<file path="src/design/lsh_pkg.sv">
package lsh_pkg;

  localparam int FRAME_LEN = 5;
  localparam int CMD_DEPTH = 4;
  localparam int ADDR_W    = 5;
  localparam int DATA_W    = 32;

  localparam logic [7:0] FLAG_BYTE = 8'h7e;
  localparam logic [7:0] CTRL_SET  = 8'h03;
  localparam logic [7:0] CTRL_UA   = 8'h07;

  localparam logic       RESET_ROLE          = 1'b1;
  localparam logic [5:0] RESET_TX_TIMEOUT    = 6'd3;
  localparam logic [5:0] RESET_RX_TIMEOUT    = 6'd18;
  localparam logic [2:0] RESET_ATTEMPT_LIMIT = 3'd3;
  localparam logic [7:0] RESET_ADDRESS       = 8'h03;

  typedef enum logic [1:0] {
    KIND_START = 2'd0,
    KIND_BYTE  = 2'd1,
    KIND_TICK  = 2'd2
  } kind_t;

  typedef enum logic [1:0] {
    ST_LINK_UP  = 2'd0,
    ST_TIMEOUT  = 2'd1,
    ST_BAD_FRAME = 2'd2
  } status_t;

  typedef enum logic [1:0] {
    PH_IDLE   = 2'd0,
    PH_TXWAIT = 2'd1,
    PH_RXWAIT = 2'd2
  } phase_t;

  typedef enum logic [2:0] {
    REG_ROLE          = 3'd0,
    REG_TX_TIMEOUT    = 3'd1,
    REG_RX_TIMEOUT    = 3'd2,
    REG_ATTEMPT_LIMIT = 3'd3,
    REG_ADDRESS       = 3'd4
  } reg_idx_t;

  typedef enum logic [1:0] {
    CMD_SET    = 2'd0,
    CMD_UA_UP  = 2'd1,
    CMD_STATUS = 2'd2
  } cmd_op_t;

  typedef struct packed {
    logic [1:0] kind;
    logic [7:0] rx_byte;
  } in_item_t;

  typedef struct packed {
    logic       is_status;
    logic [7:0] tx_byte;
    logic [1:0] status;
    logic       last;
  } out_item_t;

  typedef struct packed {
    logic       role;
    logic [5:0] tx_timeout_ticks;
    logic [5:0] rx_timeout_ticks;
    logic [2:0] attempt_limit;
    logic [7:0] address_byte;
  } cfg_t;

  typedef struct packed {
    logic [1:0] op;
    logic [1:0] code;
  } cmd_t;

endpackage

</file>
<file path="src/design/lsh_front.sv">
module lsh_front (
  input  logic              clk,
  input  logic              rst,
  input  logic              accept,
  input  lsh_pkg::in_item_t item,
  input  lsh_pkg::cfg_t     cfg,
  output logic              cmd_push,
  output lsh_pkg::cmd_t     cmd
);

  lsh_pkg::phase_t phase, phase_next;
  logic       flag_seen, flag_seen_next;
  logic [2:0] capture_count, capture_count_next;
  logic [7:0] previous_byte, previous_byte_next;
  logic [5:0] idle_ticks, idle_ticks_next;
  logic [2:0] failed_attempts, failed_attempts_next;
  logic [7:0] captured_bytes [lsh_pkg::FRAME_LEN];

  logic       cap_we;
  logic [2:0] cap_idx;
  logic       fault;
  logic [1:0] fault_code;
  logic [7:0] exp_ctrl;
  logic       frame_match;
  logic [5:0] ticks_inc;
  logic [5:0] tick_limit;

  // closing flag arrives with four bytes already held
  assign exp_ctrl = (phase == lsh_pkg::PH_TXWAIT) ? lsh_pkg::CTRL_UA : lsh_pkg::CTRL_SET;
  assign frame_match = (capture_count == 3'(lsh_pkg::FRAME_LEN - 1)) &&
                       (captured_bytes[0] == lsh_pkg::FLAG_BYTE) &&
                       (captured_bytes[1] == cfg.address_byte) &&
                       (captured_bytes[2] == exp_ctrl) &&
                       (captured_bytes[3] == (cfg.address_byte ^ exp_ctrl));
  assign ticks_inc  = (idle_ticks != 6'd63) ? idle_ticks + 6'd1 : idle_ticks;
  assign tick_limit = (phase == lsh_pkg::PH_TXWAIT) ? cfg.tx_timeout_ticks
                                                    : cfg.rx_timeout_ticks;

  always_comb begin
    phase_next           = phase;
    flag_seen_next       = flag_seen;
    capture_count_next   = capture_count;
    previous_byte_next   = previous_byte;
    idle_ticks_next      = idle_ticks;
    failed_attempts_next = failed_attempts;
    cap_we     = 1'b0;
    cap_idx    = capture_count;
    fault      = 1'b0;
    fault_code = lsh_pkg::ST_TIMEOUT;
    cmd_push   = 1'b0;
    cmd.op     = lsh_pkg::CMD_SET;
    cmd.code   = lsh_pkg::ST_LINK_UP;

    if (accept) begin
      unique case (item.kind)
        lsh_pkg::KIND_START: begin
          flag_seen_next       = 1'b0;
          capture_count_next   = 3'd0;
          previous_byte_next   = 8'd0;
          idle_ticks_next      = 6'd0;
          failed_attempts_next = 3'd0;
          if (cfg.role) begin
            phase_next = lsh_pkg::PH_TXWAIT;
            cmd_push   = 1'b1;
            cmd.op     = lsh_pkg::CMD_SET;
          end else begin
            phase_next = lsh_pkg::PH_RXWAIT;
          end
        end
        lsh_pkg::KIND_BYTE: begin
          if (phase != lsh_pkg::PH_IDLE) begin
            idle_ticks_next = 6'd0;
            if (!flag_seen) begin
              // hunting for an opening flag
              if (item.rx_byte == lsh_pkg::FLAG_BYTE) begin
                flag_seen_next     = 1'b1;
                cap_we             = 1'b1;
                cap_idx            = 3'd0;
                capture_count_next = 3'd1;
              end
              previous_byte_next = item.rx_byte;
            end else if (item.rx_byte != lsh_pkg::FLAG_BYTE ||
                         previous_byte == lsh_pkg::FLAG_BYTE) begin
              if (item.rx_byte == lsh_pkg::FLAG_BYTE) begin
                // doubled flag restarts the frame
                cap_we             = 1'b1;
                cap_idx            = 3'd0;
                capture_count_next = 3'd1;
              end else begin
                cap_we = (capture_count < 3'(lsh_pkg::FRAME_LEN));
                if (capture_count != 3'd7) capture_count_next = capture_count + 3'd1;
              end
              previous_byte_next = item.rx_byte;
            end else begin
              cap_we = (capture_count < 3'(lsh_pkg::FRAME_LEN));
              if (capture_count != 3'd7) capture_count_next = capture_count + 3'd1;
              flag_seen_next     = 1'b0;
              previous_byte_next = 8'd0;
              if (frame_match) begin
                phase_next = lsh_pkg::PH_IDLE;
                cmd_push   = 1'b1;
                if (phase == lsh_pkg::PH_TXWAIT) begin
                  cmd.op   = lsh_pkg::CMD_STATUS;
                  cmd.code = lsh_pkg::ST_LINK_UP;
                end else begin
                  cmd.op   = lsh_pkg::CMD_UA_UP;
                end
              end else begin
                fault      = 1'b1;
                fault_code = lsh_pkg::ST_BAD_FRAME;
              end
            end
          end
        end
        lsh_pkg::KIND_TICK: begin
          if (phase != lsh_pkg::PH_IDLE) begin
            idle_ticks_next = ticks_inc;
            if (ticks_inc >= tick_limit) begin
              fault      = 1'b1;
              fault_code = lsh_pkg::ST_TIMEOUT;
            end
          end
        end
        default: ;
      endcase

      if (fault) begin
        flag_seen_next     = 1'b0;
        capture_count_next = 3'd0;
        previous_byte_next = 8'd0;
        idle_ticks_next    = 6'd0;
        if (failed_attempts >= cfg.attempt_limit) begin
          phase_next = lsh_pkg::PH_IDLE;
          cmd_push   = 1'b1;
          cmd.op     = lsh_pkg::CMD_STATUS;
          cmd.code   = fault_code;
        end else begin
          failed_attempts_next = failed_attempts + 3'd1;
          if (phase == lsh_pkg::PH_TXWAIT) begin
            cmd_push = 1'b1;
            cmd.op   = lsh_pkg::CMD_SET;
          end
        end
      end
    end
  end

  always_ff @(posedge clk) begin
    if (rst) begin
      phase           <= lsh_pkg::PH_IDLE;
      flag_seen       <= 1'b0;
      capture_count   <= 3'd0;
      previous_byte   <= 8'd0;
      idle_ticks      <= 6'd0;
      failed_attempts <= 3'd0;
    end else begin
      phase           <= phase_next;
      flag_seen       <= flag_seen_next;
      capture_count   <= capture_count_next;
      previous_byte   <= previous_byte_next;
      idle_ticks      <= idle_ticks_next;
      failed_attempts <= failed_attempts_next;
    end
  end

  always_ff @(posedge clk) begin
    for (int i = 0; i < lsh_pkg::FRAME_LEN; i++) begin
      if (cap_we && cap_idx == 3'(i)) captured_bytes[i] <= item.rx_byte;
    end
  end

endmodule

</file>
<file path="src/design/lsh_cmd_fifo.sv">
module lsh_cmd_fifo #(
  parameter int DEPTH = lsh_pkg::CMD_DEPTH
) (
  input  logic          clk,
  input  logic          rst,
  input  logic          wr,
  input  lsh_pkg::cmd_t wr_data,
  input  logic          rd,
  output lsh_pkg::cmd_t rd_data,
  output logic          full,
  output logic          nonempty
);

  localparam int PTR_W = (DEPTH > 1) ? $clog2(DEPTH) : 1;
  localparam int CNT_W = $clog2(DEPTH + 1);

  lsh_pkg::cmd_t    slots [DEPTH];
  logic [PTR_W-1:0] wr_ptr, rd_ptr;
  logic [CNT_W-1:0] count;

  assign full     = (count == CNT_W'(DEPTH));
  assign nonempty = (count != '0);
  assign rd_data  = slots[rd_ptr];

  always_ff @(posedge clk) begin
    if (rst) begin
      wr_ptr <= '0;
      rd_ptr <= '0;
      count  <= '0;
    end else begin
      if (wr) wr_ptr <= (wr_ptr == PTR_W'(DEPTH - 1)) ? '0 : wr_ptr + 1'b1;
      if (rd) rd_ptr <= (rd_ptr == PTR_W'(DEPTH - 1)) ? '0 : rd_ptr + 1'b1;
      if (wr && !rd) count <= count + 1'b1;
      else if (rd && !wr) count <= count - 1'b1;
    end
  end

  always_ff @(posedge clk) begin
    if (wr) slots[wr_ptr] <= wr_data;
  end

endmodule

</file>
<file path="src/design/lsh_back.sv">
module lsh_back (
  input  logic               clk,
  input  logic               rst,
  input  lsh_pkg::cfg_t      cfg,
  input  logic               cmd_ready,
  input  lsh_pkg::cmd_t      cmd,
  output logic               cmd_take,
  input  logic               pop,
  output logic               empty,
  output lsh_pkg::out_item_t result
);

  logic          busy;
  lsh_pkg::cmd_t cur;
  logic [2:0]    idx;
  logic [7:0]    ctrl;
  logic          done;

  assign ctrl = (cur.op == lsh_pkg::CMD_SET) ? lsh_pkg::CTRL_SET : lsh_pkg::CTRL_UA;
  assign empty = !busy;
  assign done  = busy && pop && result.last;
  assign cmd_take = cmd_ready && (!busy || done);

  always_comb begin
    result.is_status = 1'b0;
    result.tx_byte   = 8'd0;
    result.status    = lsh_pkg::ST_LINK_UP;
    result.last      = 1'b0;
    if (cur.op == lsh_pkg::CMD_STATUS) begin
      result.is_status = 1'b1;
      result.status    = cur.code;
      result.last      = 1'b1;
    end else if (idx == 3'(lsh_pkg::FRAME_LEN)) begin
      // link up report after the answering frame
      result.is_status = 1'b1;
      result.last      = 1'b1;
    end else begin
      case (idx)
        3'd0:    result.tx_byte = lsh_pkg::FLAG_BYTE;
        3'd1:    result.tx_byte = cfg.address_byte;
        3'd2:    result.tx_byte = ctrl;
        3'd3:    result.tx_byte = cfg.address_byte ^ ctrl;
        default: result.tx_byte = lsh_pkg::FLAG_BYTE;
      endcase
      result.last = (cur.op == lsh_pkg::CMD_SET) && (idx == 3'(lsh_pkg::FRAME_LEN - 1));
    end
  end

  always_ff @(posedge clk) begin
    if (rst) begin
      busy <= 1'b0;
      idx  <= 3'd0;
    end else if (cmd_take) begin
      busy <= 1'b1;
      idx  <= 3'd0;
    end else if (done) begin
      busy <= 1'b0;
    end else if (busy && pop) begin
      idx <= idx + 3'd1;
    end
  end

  always_ff @(posedge clk) begin
    if (cmd_take) cur <= cmd;
  end

endmodule

</file>
<file path="src/design/link_setup_set_ua_handshake.sv">
// channel   | handshake          | payload
// ----------+--------------------+----------------------------------------
// input     | push / full        | item   (kind, rx_byte)
// results   | pop / empty        | result (is_status, tx_byte, status, last)
// config    | apb psel/penable   | paddr, pwdata, prdata, pready
//
// one input item is accepted per cycle while the command queue has room;
// the front updates the link state in that same cycle
// results leave the back sequencer one per cycle while pop is held; an
// item that opens or answers a frame yields 5 or 6 results; the queue holds
// commands while the output side stalls, and full rises when it is full
// synchronous reset sets config and control state, not the data registers
module link_setup_set_ua_handshake #(
  parameter int CMD_DEPTH = lsh_pkg::CMD_DEPTH
) (
  input  logic                       clk,
  input  logic                       rst,
  input  logic                       push,
  output logic                       full,
  input  lsh_pkg::in_item_t          item,
  output logic                       empty,
  input  logic                       pop,
  output lsh_pkg::out_item_t         result,
  input  logic                       psel,
  input  logic                       penable,
  input  logic                       pwrite,
  input  logic [lsh_pkg::ADDR_W-1:0] paddr,
  input  logic [lsh_pkg::DATA_W-1:0] pwdata,
  output logic [lsh_pkg::DATA_W-1:0] prdata,
  output logic                       pready
);

  lsh_pkg::cfg_t cfg;
  logic          accept;
  logic          cmd_push;
  lsh_pkg::cmd_t cmd_in;
  lsh_pkg::cmd_t cmd_out;
  logic          cmd_take;
  logic          cmd_ready;
  logic          cfg_wr;
  logic [2:0]    reg_sel;

  assign pready  = 1'b1;
  assign cfg_wr  = psel && penable && pwrite && pready;
  assign reg_sel = paddr[4:2];
  assign accept  = push && !full;

  always_ff @(posedge clk) begin
    if (rst) begin
      cfg.role             <= lsh_pkg::RESET_ROLE;
      cfg.tx_timeout_ticks <= lsh_pkg::RESET_TX_TIMEOUT;
      cfg.rx_timeout_ticks <= lsh_pkg::RESET_RX_TIMEOUT;
      cfg.attempt_limit    <= lsh_pkg::RESET_ATTEMPT_LIMIT;
      cfg.address_byte     <= lsh_pkg::RESET_ADDRESS;
    end else if (cfg_wr) begin
      unique case (reg_sel)
        lsh_pkg::REG_ROLE:          cfg.role             <= pwdata[0];
        lsh_pkg::REG_TX_TIMEOUT:    cfg.tx_timeout_ticks <= pwdata[5:0];
        lsh_pkg::REG_RX_TIMEOUT:    cfg.rx_timeout_ticks <= pwdata[5:0];
        lsh_pkg::REG_ATTEMPT_LIMIT: cfg.attempt_limit    <= pwdata[2:0];
        lsh_pkg::REG_ADDRESS:       cfg.address_byte     <= pwdata[7:0];
        default: ;
      endcase
    end
  end

  always_comb begin
    unique case (reg_sel)
      lsh_pkg::REG_ROLE:          prdata = 32'(cfg.role);
      lsh_pkg::REG_TX_TIMEOUT:    prdata = 32'(cfg.tx_timeout_ticks);
      lsh_pkg::REG_RX_TIMEOUT:    prdata = 32'(cfg.rx_timeout_ticks);
      lsh_pkg::REG_ATTEMPT_LIMIT: prdata = 32'(cfg.attempt_limit);
      lsh_pkg::REG_ADDRESS:       prdata = 32'(cfg.address_byte);
      default:                    prdata = 32'd0;
    endcase
  end

  lsh_front u_front (
    .clk      (clk),
    .rst      (rst),
    .accept   (accept),
    .item     (item),
    .cfg      (cfg),
    .cmd_push (cmd_push),
    .cmd      (cmd_in)
  );

  lsh_cmd_fifo #(
    .DEPTH (CMD_DEPTH)
  ) u_fifo (
    .clk      (clk),
    .rst      (rst),
    .wr       (cmd_push),
    .wr_data  (cmd_in),
    .rd       (cmd_take),
    .rd_data  (cmd_out),
    .full     (full),
    .nonempty (cmd_ready)
  );

  lsh_back u_back (
    .clk       (clk),
    .rst       (rst),
    .cfg       (cfg),
    .cmd_ready (cmd_ready),
    .cmd       (cmd_out),
    .cmd_take  (cmd_take),
    .pop       (pop),
    .empty     (empty),
    .result    (result)
  );

endmodule

</file>
<file path="config.mk">
export PLATFORM = sky130hd
export DESIGN_NAME = link_setup_set_ua_handshake
export DESIGN_NICKNAME = d
export VERILOG_FILES = /design/src/design/lsh_pkg.sv /design/src/design/lsh_front.sv /design/src/design/lsh_cmd_fifo.sv /design/src/design/lsh_back.sv /design/src/design/link_setup_set_ua_handshake.sv
export SDC_FILE = /design/constraint.sdc
export NUM_CORES = 1
export LEC_CHECK = 0
export ABC_AREA = 1
export BUFFER_PORTS_ARGS = -buffer_cell sky130_fd_sc_hd__buf_2
export CORE_ASPECT_RATIO = 0.75
export CORE_MARGIN = 3
export CORE_UTILIZATION = 45
export CTS_CLUSTER_SIZE = 10
export DETAILED_ROUTE_END_ITERATION = 8
export PLACE_DENSITY = 0.72
export SLEW_MARGIN = 20
export SYNTH_ARGS = -nofsm -noshare
export SYNTH_HDL_FRONTEND = slang
export SYNTH_SLANG_ARGS = --single-unit
export TNS_END_PERCENT = 30
</file>
<file path="constraint.sdc">
create_clock -name clk -period 5 [get_ports clk]
set_clock_uncertainty 0.2 [all_clocks]
set_input_delay 0.5 -clock clk [delete_from_list [all_inputs] [get_ports clk]]
set_output_delay 0.5 -clock clk [all_outputs]
set_load 0.005 [all_outputs]
</file>
==> results of run 1 <==
-- power groups by stage --
| stage | sequential (W) | combinational (W) | clock (W) |
|---|---|---|---|
| floorplan | 0.00107 | 0.000366 | 0 |
| global placement | 0.00109 | 0.000493 | 0 |
| detailed placement | 0.00109 | 0.000499 | 0 |
| CTS | 0.00107 | 0.000503 | 0.000767 |
| global route | 0.00108 | 0.000580 | 0.000800 |
| finish | 0.00107 | 0.000505 | 0.000749 |
-- final cells by class --
type / count / area share [%]
clock inverters: 7 / 1.32
inverters: 119 / 6.75
repair buffers: 52 / 4.05
multi-input cells: 503 / 40.2
clock buffers: 9 / 3.40
flip-flops and latches: 110 / 41.1
well taps: 166 / 3.14
-- cells in the final DEF, fill, tap and decap left out, types with 10 or more instances in the layout --
cell type,synthesis,layout
o21ai_0,56,56
buf_2,0,49
nor3_1,12,11
nand3_1,27,27
edfxtp_1,52,52
ha_1,28,28
nand2_1,121,121
dfxtp_1,58,58
inv_1,112,112
conb_1,2,25
nor2_1,104,104
o21ai_1,10,10
a21oi_1,41,41
nand4_1,10,10
-- stage by stage --
step | setup slack (ns) | instances | hold WS, ns | power (W) | util, %
6_report | 0.914 | 966 | 0.191 | 0.00233 | 52.3
5_1_grt | 0.525 | 966 | 0.189 | 0.00246 | 52.3
4_1_cts | 0.978 | 966 | 0.182 | 0.00234 | 52.2
3_5_place_dp | 1.02 | 950 | 0.257 | 0.00159 | 49.8
3_3_place_gp | 1.04 | 950 | 0.254 | 0.00158 | 49.8
2_1_floorplan | 1.39 | 767 | 0.244 | 0.00144 | -
-- critical path: stages (launching register included) --
cell and delay [ns]:
dfxtp_1 0.40, ha_1 0.19, nand2_1 0.07, nor2_1 0.09, inv_1 0.06, nor2_1 0.11, nand2_1 0.15, mux2_2 0.33
ha_1 0.30, inv_1 0.04, nor2_1 0.08, o211ai_1 0.09, nand4_1 0.26, nand4_1 0.14, nand2_1 0.10, nand2_2 0.10
inv_1 0.15, ha_1 0.15, inv_1 0.07, fa_1 0.43, a21oi_1 0.14, o21ai_0 0.11, o21ai_0 0.16, a21oi_1 0.06
-- registers in the layout (all words and copies together) (netlist names) --
register,flops
u_front.flag_seen,1
u_front.failed_attempts,3
u_fifo.count,3
u_fifo.wr_ptr,2
u_front.previous_byte,8
cfg,24
u_back.idx,3
u_front.captured_bytes,32
u_fifo.rd_ptr,2
u_fifo.slots,16
u_front.idle_ticks,6
u_back.busy,1
u_back.cur,4
u_front.phase,2
u_front.capture_count,3
-- kinds of logic after synthesis --
family	Yosys count	share of synthesized area, %
other	2	0.125
and+or+nand+nor	299	22.0
buffers and inverters	154	11.7
DFF	110	45.5
muxes	6	1.04
AOI/OAI and AO/OA	140	12.9
adders and majority gates	29	6.18
xor gates and xnor gates	4	0.585
-- synthesized netlist by cell type (2+ instances only) --
cell / number
nor3_1: 12
nor2_2: 2
buf_6: 3
dfxtp_1: 58
buf_4: 26
nand3_1: 27
conb_1: 2
a21oi_1: 41
clkinv_1: 2
mux2i_1: 4
ha_1: 28
edfxtp_1: 52
or2_2: 4
nand2_2: 5
inv_1: 112
nor2_1: 104
xor2_1: 4
a31oi_1: 9
o21bai_1: 2
clkbuf_1: 5
o21a_1: 2
inv_2: 5
mux2_2: 2
o21ai_0: 56
nand2_1: 121
o22ai_1: 6
o21ai_1: 10
nand3_2: 2
nand4_1: 10
o211ai_1: 7
nand2_4: 4
nor3b_1: 2
a221o_1: 2
-- how the worst max path moves through the flow --
stage | start | cells after the start | slack, ns | endpoint
2_1_floorplan | u_front.idle_ticks[0] | 23 | 1.39 | u_fifo.count[2]
3_3_place_gp | u_front.idle_ticks[0] | 23 | 1.04 | u_fifo.count[2]
3_5_place_dp | u_front.idle_ticks[0] | 23 | 1.02 | u_fifo.count[2]
4_1_cts | u_front.idle_ticks[0] | 23 | 0.98 | u_fifo.count[2]
5_1_grt | u_front.idle_ticks[0] | 23 | 0.52 | u_fifo.count[2]
6_report | u_front.idle_ticks[0] | 23 | 0.91 | u_fifo.count[2]
-- per-layer routing --
metal / track usage [%] / part of all wire [%] / up-vias
met3: 4.23 / 6.2 / 16
met5: 0 / 0 / -
met2: 27.8 / 42 / 148
li1: - / - / 2499
met4: 4.19 / 1.3 / 0
met1: 27.5 / 51 / 2231
==> results.json, run 1 <==
{
  "switching_share_pct": 31.4,
  "power.switching_w": 0.000731,
  "required_ns": 5.04,
  "core_region_area_mm2": 0.0127,
  "rsz0062_at_grt": "false",
  "ys_ff_latch": 110,
  "rows": 35,
  "drc": 0,
  "clk_latency_ns": 0.35,
  "diodes": 0,
  "dr.pass1.iters": 5,
  "fill_cells": 1198,
  "start_util_pct": 47.3,
  "hold_viol_final": 0,
  "gp_congestion": 0.885,
  "fin_crit_ns": 4.09,
  "avgSynthCellArea_um2": 8.05,
  "drive_gt1_share_pct": 12.4,
  "design_area_mm2": 0.00662,
  "synth-seq-area-share_pct": 45.5,
  "cts.path.max_buffers": 2,
  "routedWlPerCell_um": 13.9,
  "clockPowerShare_pct": 32.2,
  "crit_type": "register to register",
  "dp_hpwl_mm": 10.2,
  "ys_top_cells_by_area": "edfxtp_1 26%, dfxtp_1 19%, nand2_1 7.6%",
  "initialDrtViolationCount": 425,
  "synth_top_area_share_pct": 26.1,
  "track_usage_pct": 18.6,
  "synth_area_leader_cell": "edfxtp_1",
  "vias": 4894,
  "power_density_mw_per_mm2": 352,
  "arrival_ns": 4.12,
  "final_nets": 878,
  "grt_max_degree": 27,
  "post_cts_buffers": 0,
  "power_frac_comb_pct": 21.7,
  "syn2layout_area_growth_pct": 10.5,
  "maxSlewViolCount": 0,
  "worstHoldStart": "pwdata[4]",
  "ir_drop_v": 0.000201,
  "io_pins": 101,
  "cts_num_sinks": 110,
  "cts-root-buf": "clkbuf_16",
  "start_kind": "register",
  "whs_endpoint": "cfg[15]",
  "yosysWarnings": 0,
  "leakagePower_nw": 2.98,
  "max_freq_ghz": 0.245,
  "io_buffers": 49,
  "vias_per_cell": 5.07,
  "synth_cells": 744,
  "grt_first_pass_wirelength_mm": 22.3,
  "postPlaceCellArea_mm2": 0.00630,
  "maxCapViolCount": 0,
  "pwr-share-seq_pct": 46.1,
  "tightestPinTransition_ns": 0.850,
  "die_y_um": 106,
  "status": "completed",
  "routed_wl_mm": 13.4,
  "hold_buffers": 0,
  "multi_input_area_mm2": 0.00266,
  "finalSetupViolations": 0,
  "ctsHtreeMaxLevel": 3,
  "endpoint_kind": "register",
  "synth_edf_count": 52,
  "grt_antenna_before_repair": 0,
  "fin_tns_setup_ns": 0,
  "synth_ff_type": "dfxtp_1",
  "die_w_um": 139,
  "holdPathStages": 3,
  "regToRegEndpoint": "u_fifo.count[2]",
  "dieArea_mm2": 0.0147,
  "rr_startpoint": "u_front.idle_ticks[0]",
  "grt_pass1_vias": 4430,
  "cts_resized": 0,
  "r2r_cells": 23,
  "cts_tree": "built",
  "path_clk_slew_ns": 0.07,
  "synth_async_sr_flop_share_pct": 0,
  "synth_area_mm2": 0.00599,
  "synth_cell_type_count": 46,
  "crit_fanout": 7,
  "ff_latch_area_mm2": 0.00272,
  "post-route-period-util_pct": 81.7,
  "internal-power_w": 0.00160,
  "worstHoldPathType": "input pin to register",
  "grt_overflow": 0,
  "reg2reg_setup_slack_ns": 0.91,
  "cts_buffers": 9,
  "slew_headroom_pct": 42.9,
  "antenna_left": 0
}
Power figures use the tool's default switching activity.
==> run 2: changes to the inputs <==
==> constraint.sdc (replaced) <==
create_clock -name clk -period 4 [get_ports clk]
set_clock_uncertainty 0.2 [all_clocks]
set_input_delay 0.4 -clock clk [delete_from_list [all_inputs] [get_ports clk]]
set_output_delay 0.4 -clock clk [all_outputs]
set_load 0.005 [all_outputs]
==> results.json, run 2 (synthesized netlist as in run 1, its figures left out) <==
{
  "top_register": "u_front.captured_bytes",
  "routed_wl_mm": 13.7,
  "io_buffers": 49,
  "routedWlPerCell_um": 14.1,
  "track_usage_pct": 18.5,
  "dieArea_mm2": 0.0147,
  "die_y_um": 106,
  "slew_headroom_pct": 44.1,
  "fin_tns_setup_ns": 0,
  "ctsHtreeMaxLevel": 3,
  "max_freq_ghz": 0.264,
  "cts_num_sinks": 110,
  "layout_setup_ws_ns": 0.217,
  "ir_drop_v": 0.000256,
  "maxSlewViolCount": 0,
  "dp_hpwl_mm": 10.3,
  "worst_path_max_delay_cell": "fa_2",
  "timing.critical_path.slowest_cell_delay_ns": 0.45,
  "cts_tree": "built",
  "core_region_area_mm2": 0.0127,
  "cts_buffers": 9,
  "finalSetupViolations": 0,
  "grt_overflow": 0,
  "required_ns": 4.05,
  "clk_latency_ns": 0.35,
  "top_regs": "u_front.captured_bytes: 32 flops, cfg: 24 flops, u_fifo.slots: 16 flops",
  "start_kind": "register",
  "cts.path.max_buffers": 2,
  "rows": 35,
  "crit_type": "register to register",
  "hold_buffers": 0,
  "arrival_ns": 3.83,
  "gp_congestion": 0.907,
  "maxCapViolCount": 0,
  "fin_crit_ns": 3.78,
  "antenna_left": 0,
  "hold_slack_ns": 0.0874,
  "crit_fanout": 7,
  "final_common_cell": "nand2_1",
  "die_w_um": 139,
  "path_clk_slew_ns": 0.07,
  "power_density_mw_per_mm2": 437,
  "drc": 0,
  "mostFrequentLayoutCells": "120 x nand2_1, 111 x inv_1, 103 x nor2_1",
  "largest_reg_flops": 32,
  "grt_antenna_before_repair": 0,
  "start_util_pct": 47.3,
  "path_cells": "ha_1 > nand2_1 > nor2_1 > inv_1 > nor2_2 > nand2_2 > mux2_2 > ha_1 > inv_1 > nor2_1 > o211ai_1 > nand4_1 > nand4_1 > nand2_1 > nand2_2 > inv_2 > ha_1 > inv_1 > fa_2 > o21ai_0 > nor2_1",
  "grt_pass1_vias": 4445,
  "hold_viol_final": 0,
  "drive_gt1_share_pct": 13.7,
  "cts-root-buf": "clkbuf_16",
  "grt_max_degree": 26,
  "final_nets": 882,
  "endpoint_kind": "register",
  "diodes": 0,
  "worstHoldPathType": "input pin to register",
  "leakagePower_nw": 2.99,
  "io_pins": 101,
  "tightestPinTransition_ns": 0.832,
  "pre_cts_slack_ns": 0.0820,
  "grt_first_pass_wirelength_mm": 22.0,
  "status": "completed",
  "dr.pass1.iters": 5,
  "rsz0062_at_grt": "true",
  "vias_per_cell": 5.05,
  "initialDrtViolationCount": 352,
  "post-route-period-util_pct": 94.6,
  "vias": 4902,
  "syn2layout_area_growth_pct": 11.2
}
[run 2: worst paths after layout]
| path | from | end | slack (ns) | cells past startpoint |
|---|---|---|---|---|
| hold reg to reg | u_front.idle_ticks[3] | u_front.idle_ticks[3] | 0.27 | 2 |
| hold / removal | pwdata[4] | cfg[15] | 0.09 | 3 |
| setup / recovery | u_front.idle_ticks[0] | u_fifo.count[1] | 0.22 | 21 |
| setup reg to reg | u_front.idle_ticks[0] | u_fifo.count[1] | 0.22 | 21 |
[run 2: layout make-up]
type | instances | area (um2)
clock buffer | 9 | 225
clock inverter | 7 | 85.1
fill | 1226 | 6000
inverter | 119 | 447
multi-input combinational | 503 | 2670
sequential | 110 | 2730
tap | 166 | 208
timing repair buffer | 56 | 298
[run 2: power by group]
group | total, W | switching [W] | internal (W)
clock network | 0.000914 | 0.000420 | 0.000494
registers | 0.00134 | 0.0000727 | 0.00127
logic | 0.000652 | 0.000419 | 0.000233
total | 0.00291 | 0.000911 | 0.00200
[run 2: worst max-delay path, delay by kind of cell (launching register included)]
kind,cells,cell delay (ns)
adders and majority gates,4,1.13
DFF,1,0.37
and+or+nand+nor,10,1.03
buffers and inverters,4,0.31
AOI/OAI and AO/OA,2,0.33
muxes,1,0.32
[run 2: stage by stage]
step,cell area [um2],total power (W),utilization [%],instances
2_1_floorplan,6070,0.00180,-,767
3_3_place_gp,6320,0.00199,49.9,953
3_5_place_dp,6320,0.00200,49.9,953
4_1_cts,6630,0.00290,52.4,969
5_1_grt,6660,0.00307,52.6,970
6_report,6660,0.00291,52.6,970
[run 2: per-layer routing]
metal  global-route usage, %  part of all wire, %
met1                    26.9                   50
met2                    27.3                   42
met3                    5.13                  6.6
met4                    4.89                  1.8
met5                       0                    0
[run 2: timing repair]
action                                  in CTS  in global routing
endpoints found under the setup margin       0                  2
setup buffers                                0                  1
resized for setup                            0                 12
==> run 3: changes to the inputs <==
--- a/config.mk
+++ b/config.mk
@@ -7,7 +7,6 @@
 export LEC_CHECK = 0
 export ABC_AREA = 1
 export BUFFER_PORTS_ARGS = -buffer_cell sky130_fd_sc_hd__buf_2
-export CORE_ASPECT_RATIO = 0.75
 export CORE_MARGIN = 3
 export CORE_UTILIZATION = 45
 export CTS_CLUSTER_SIZE = 10
==> results.json, run 3 (synthesized netlist as in run 1, its figures left out) <==
{
  "status": "completed",
  "required_ns": 4.05,
  "drc": 0,
  "io_buffers": 49,
  "vias": 4869,
  "grt_first_pass_wirelength_mm": 21.5,
  "mostFrequentLayoutCells": "120 x nand2_1, 111 x inv_1, 104 x nor2_1",
  "fin_crit_ns": 3.65,
  "grt_antenna_before_repair": 0,
  "io_pins": 101,
  "rows": 41,
  "start_kind": "register",
  "grt_overflow": 0,
  "syn2layout_area_growth_pct": 11.4,
  "initialDrtViolationCount": 399,
  "maxSlewViolCount": 0,
  "routed_wl_mm": 13.3,
  "track_usage_pct": 18.3,
  "fin_cells": 976,
  "arrival_ns": 3.69,
  "die_w_um": 121,
  "core_region_area_mm2": 0.0128,
  "slew_headroom_pct": 46.1,
  "cts_buffers": 9,
  "routedWlPerCell_um": 13.6,
  "rsz0062_at_grt": "true",
  "maxCapViolCount": 0,
  "crit_fanout": 7,
  "crit_type": "register to register",
  "postPlaceCellArea_mm2": 0.00634,
  "max_freq_ghz": 0.274,
  "path_clk_slew_ns": 0.08,
  "cts-root-buf": "clkbuf_16",
  "tightestPinTransition_ns": 0.802,
  "cts.path.max_buffers": 2,
  "place_inst": 960,
  "diodes": 0,
  "dp_hpwl_mm": 10.0,
  "layout_setup_ws_ns": 0.351,
  "dr.pass1.iters": 5,
  "final_common_cell": "nand2_1",
  "grt_max_degree": 25,
  "antenna_left": 0,
  "start_util_pct": 46.7,
  "final_nets": 882,
  "dieArea_mm2": 0.0147,
  "cts_num_sinks": 110,
  "design_area_mm2": 0.00667,
  "vias_per_cell": 4.99,
  "cts_tree": "built",
  "timing.critical_path.slowest_cell_delay_ns": 0.43,
  "die_y_um": 121,
  "hold_viol_final": 0,
  "clk_latency_ns": 0.35,
  "gp_congestion": 0.899,
  "post_cts_buffers": 0,
  "top_register": "u_front.captured_bytes",
  "leakagePower_nw": 3.00,
  "largest_reg_flops": 32,
  "drive_gt1_share_pct": 13.6,
  "fill_cells": 1227,
  "endpoint_kind": "register",
  "power_density_mw_per_mm2": 437,
  "postLayoutCoreUtil_pct": 52.0,
  "ctsHtreeMaxLevel": 3,
  "pre_cts_slack_ns": 0.238,
  "worst_path_max_delay_cell": "fa_2",
  "worstHoldPathType": "input pin to register",
  "top_regs": "u_front.captured_bytes: 32 flops, cfg: 24 flops, u_fifo.slots: 16 flops",
  "p_total_w": 0.00291,
  "finalSetupViolations": 0,
  "path_cells": "ha_2 > nand2_1 > nor2_1 > inv_1 > nor2_1 > nand2_1 > buf_4 > o21ai_1 > ha_1 > a21oi_1 > nor2_1 > a211oi_2 > nand4_1 > nand4_1 > nand2_2 > nand2_4 > inv_2 > ha_1 > inv_1 > fa_2 > o21ai_0 > nor2_1",
  "path_common_cell": "nor2_1",
  "ir_drop_v": 0.000211,
  "post-route-period-util_pct": 91.2,
  "grt_pass1_vias": 4433
}
==> run 3: cell types whose count changed in the layout (fill, tap and decap cells not counted), sizes merged <==
cell / change
inv: +2
clkinvlp: -1
clkinv: -1
==> run 3: per-layer routing <==
layer	global-route usage [%]	vias to the layer above	wire (um)	share of wire, %
li1	-	2501	-	-
met1	24.3	2223	6200	47
met2	29.8	127	6200	47
met3	3.26	18	629	4.7
met4	7.00	0	270	2.0
met5	0	-	0	0
==> run 3: cell type report <==
| type | instances | area (um2) | area share, % |
|---|---|---|---|
| clock buffers | 9 | 225 | 3.38 |
| clock inverters | 7 | 90.1 | 1.35 |
| inverters | 119 | 447 | 6.70 |
| multi-input cells | 503 | 2670 | 40.0 |
| flip-flops and latches | 110 | 2730 | 40.8 |
| well taps | 172 | 215 | 3.23 |
| repair buffers | 56 | 298 | 4.46 |
==> run 3: repair_timing <==
item	CTS	global route
hold buffers	0	0
resized for setup	0	11
setup endpoints to repair	0	2
==> run 3: path summary, 6_finish.rpt <==
kind / startpoint / end / slack (ns) / cells after the start
worst max-delay path: u_front.idle_ticks[0] / u_fifo.count[1] / 0.35 / 22
worst min-delay path: pwdata[4] / cfg[15] / 0.10 / 3
worst max register to register: u_front.idle_ticks[0] / u_fifo.count[1] / 0.35 / 22
worst min register to register: u_front.idle_ticks[3] / u_front.idle_ticks[3] / 0.27 / 2
==> run 3: power breakdown <==
part           switching (W)  internal [W]  leakage, nW  total (W)
registers          0.0000706       0.00127        0.967    0.00134
clock network       0.000435      0.000501        0.154   0.000936
logic               0.000410      0.000229         1.88   0.000639
==> run 3: worst max-delay path: cells and delay by family (launching register included) <==
family	cells	cell delay, ns
AO/OA/AOI/OAI	4	0.54
AND/OR/NAND/NOR	10	0.96
adder cells (fa/ha/maj)	4	1.08
buffers and inverters	4	0.39
flip-flops	1	0.36
==> run 3: through the flow <==
stage | TNS, ns | hold slack (ns)
CTS | 0 | 0.0897
finish | 0 | 0.103
global route | -0.0251 | 0.109
global placement | 0 | 0.254
detailed placement | 0 | 0.262
floorplan | 0 | 0.244
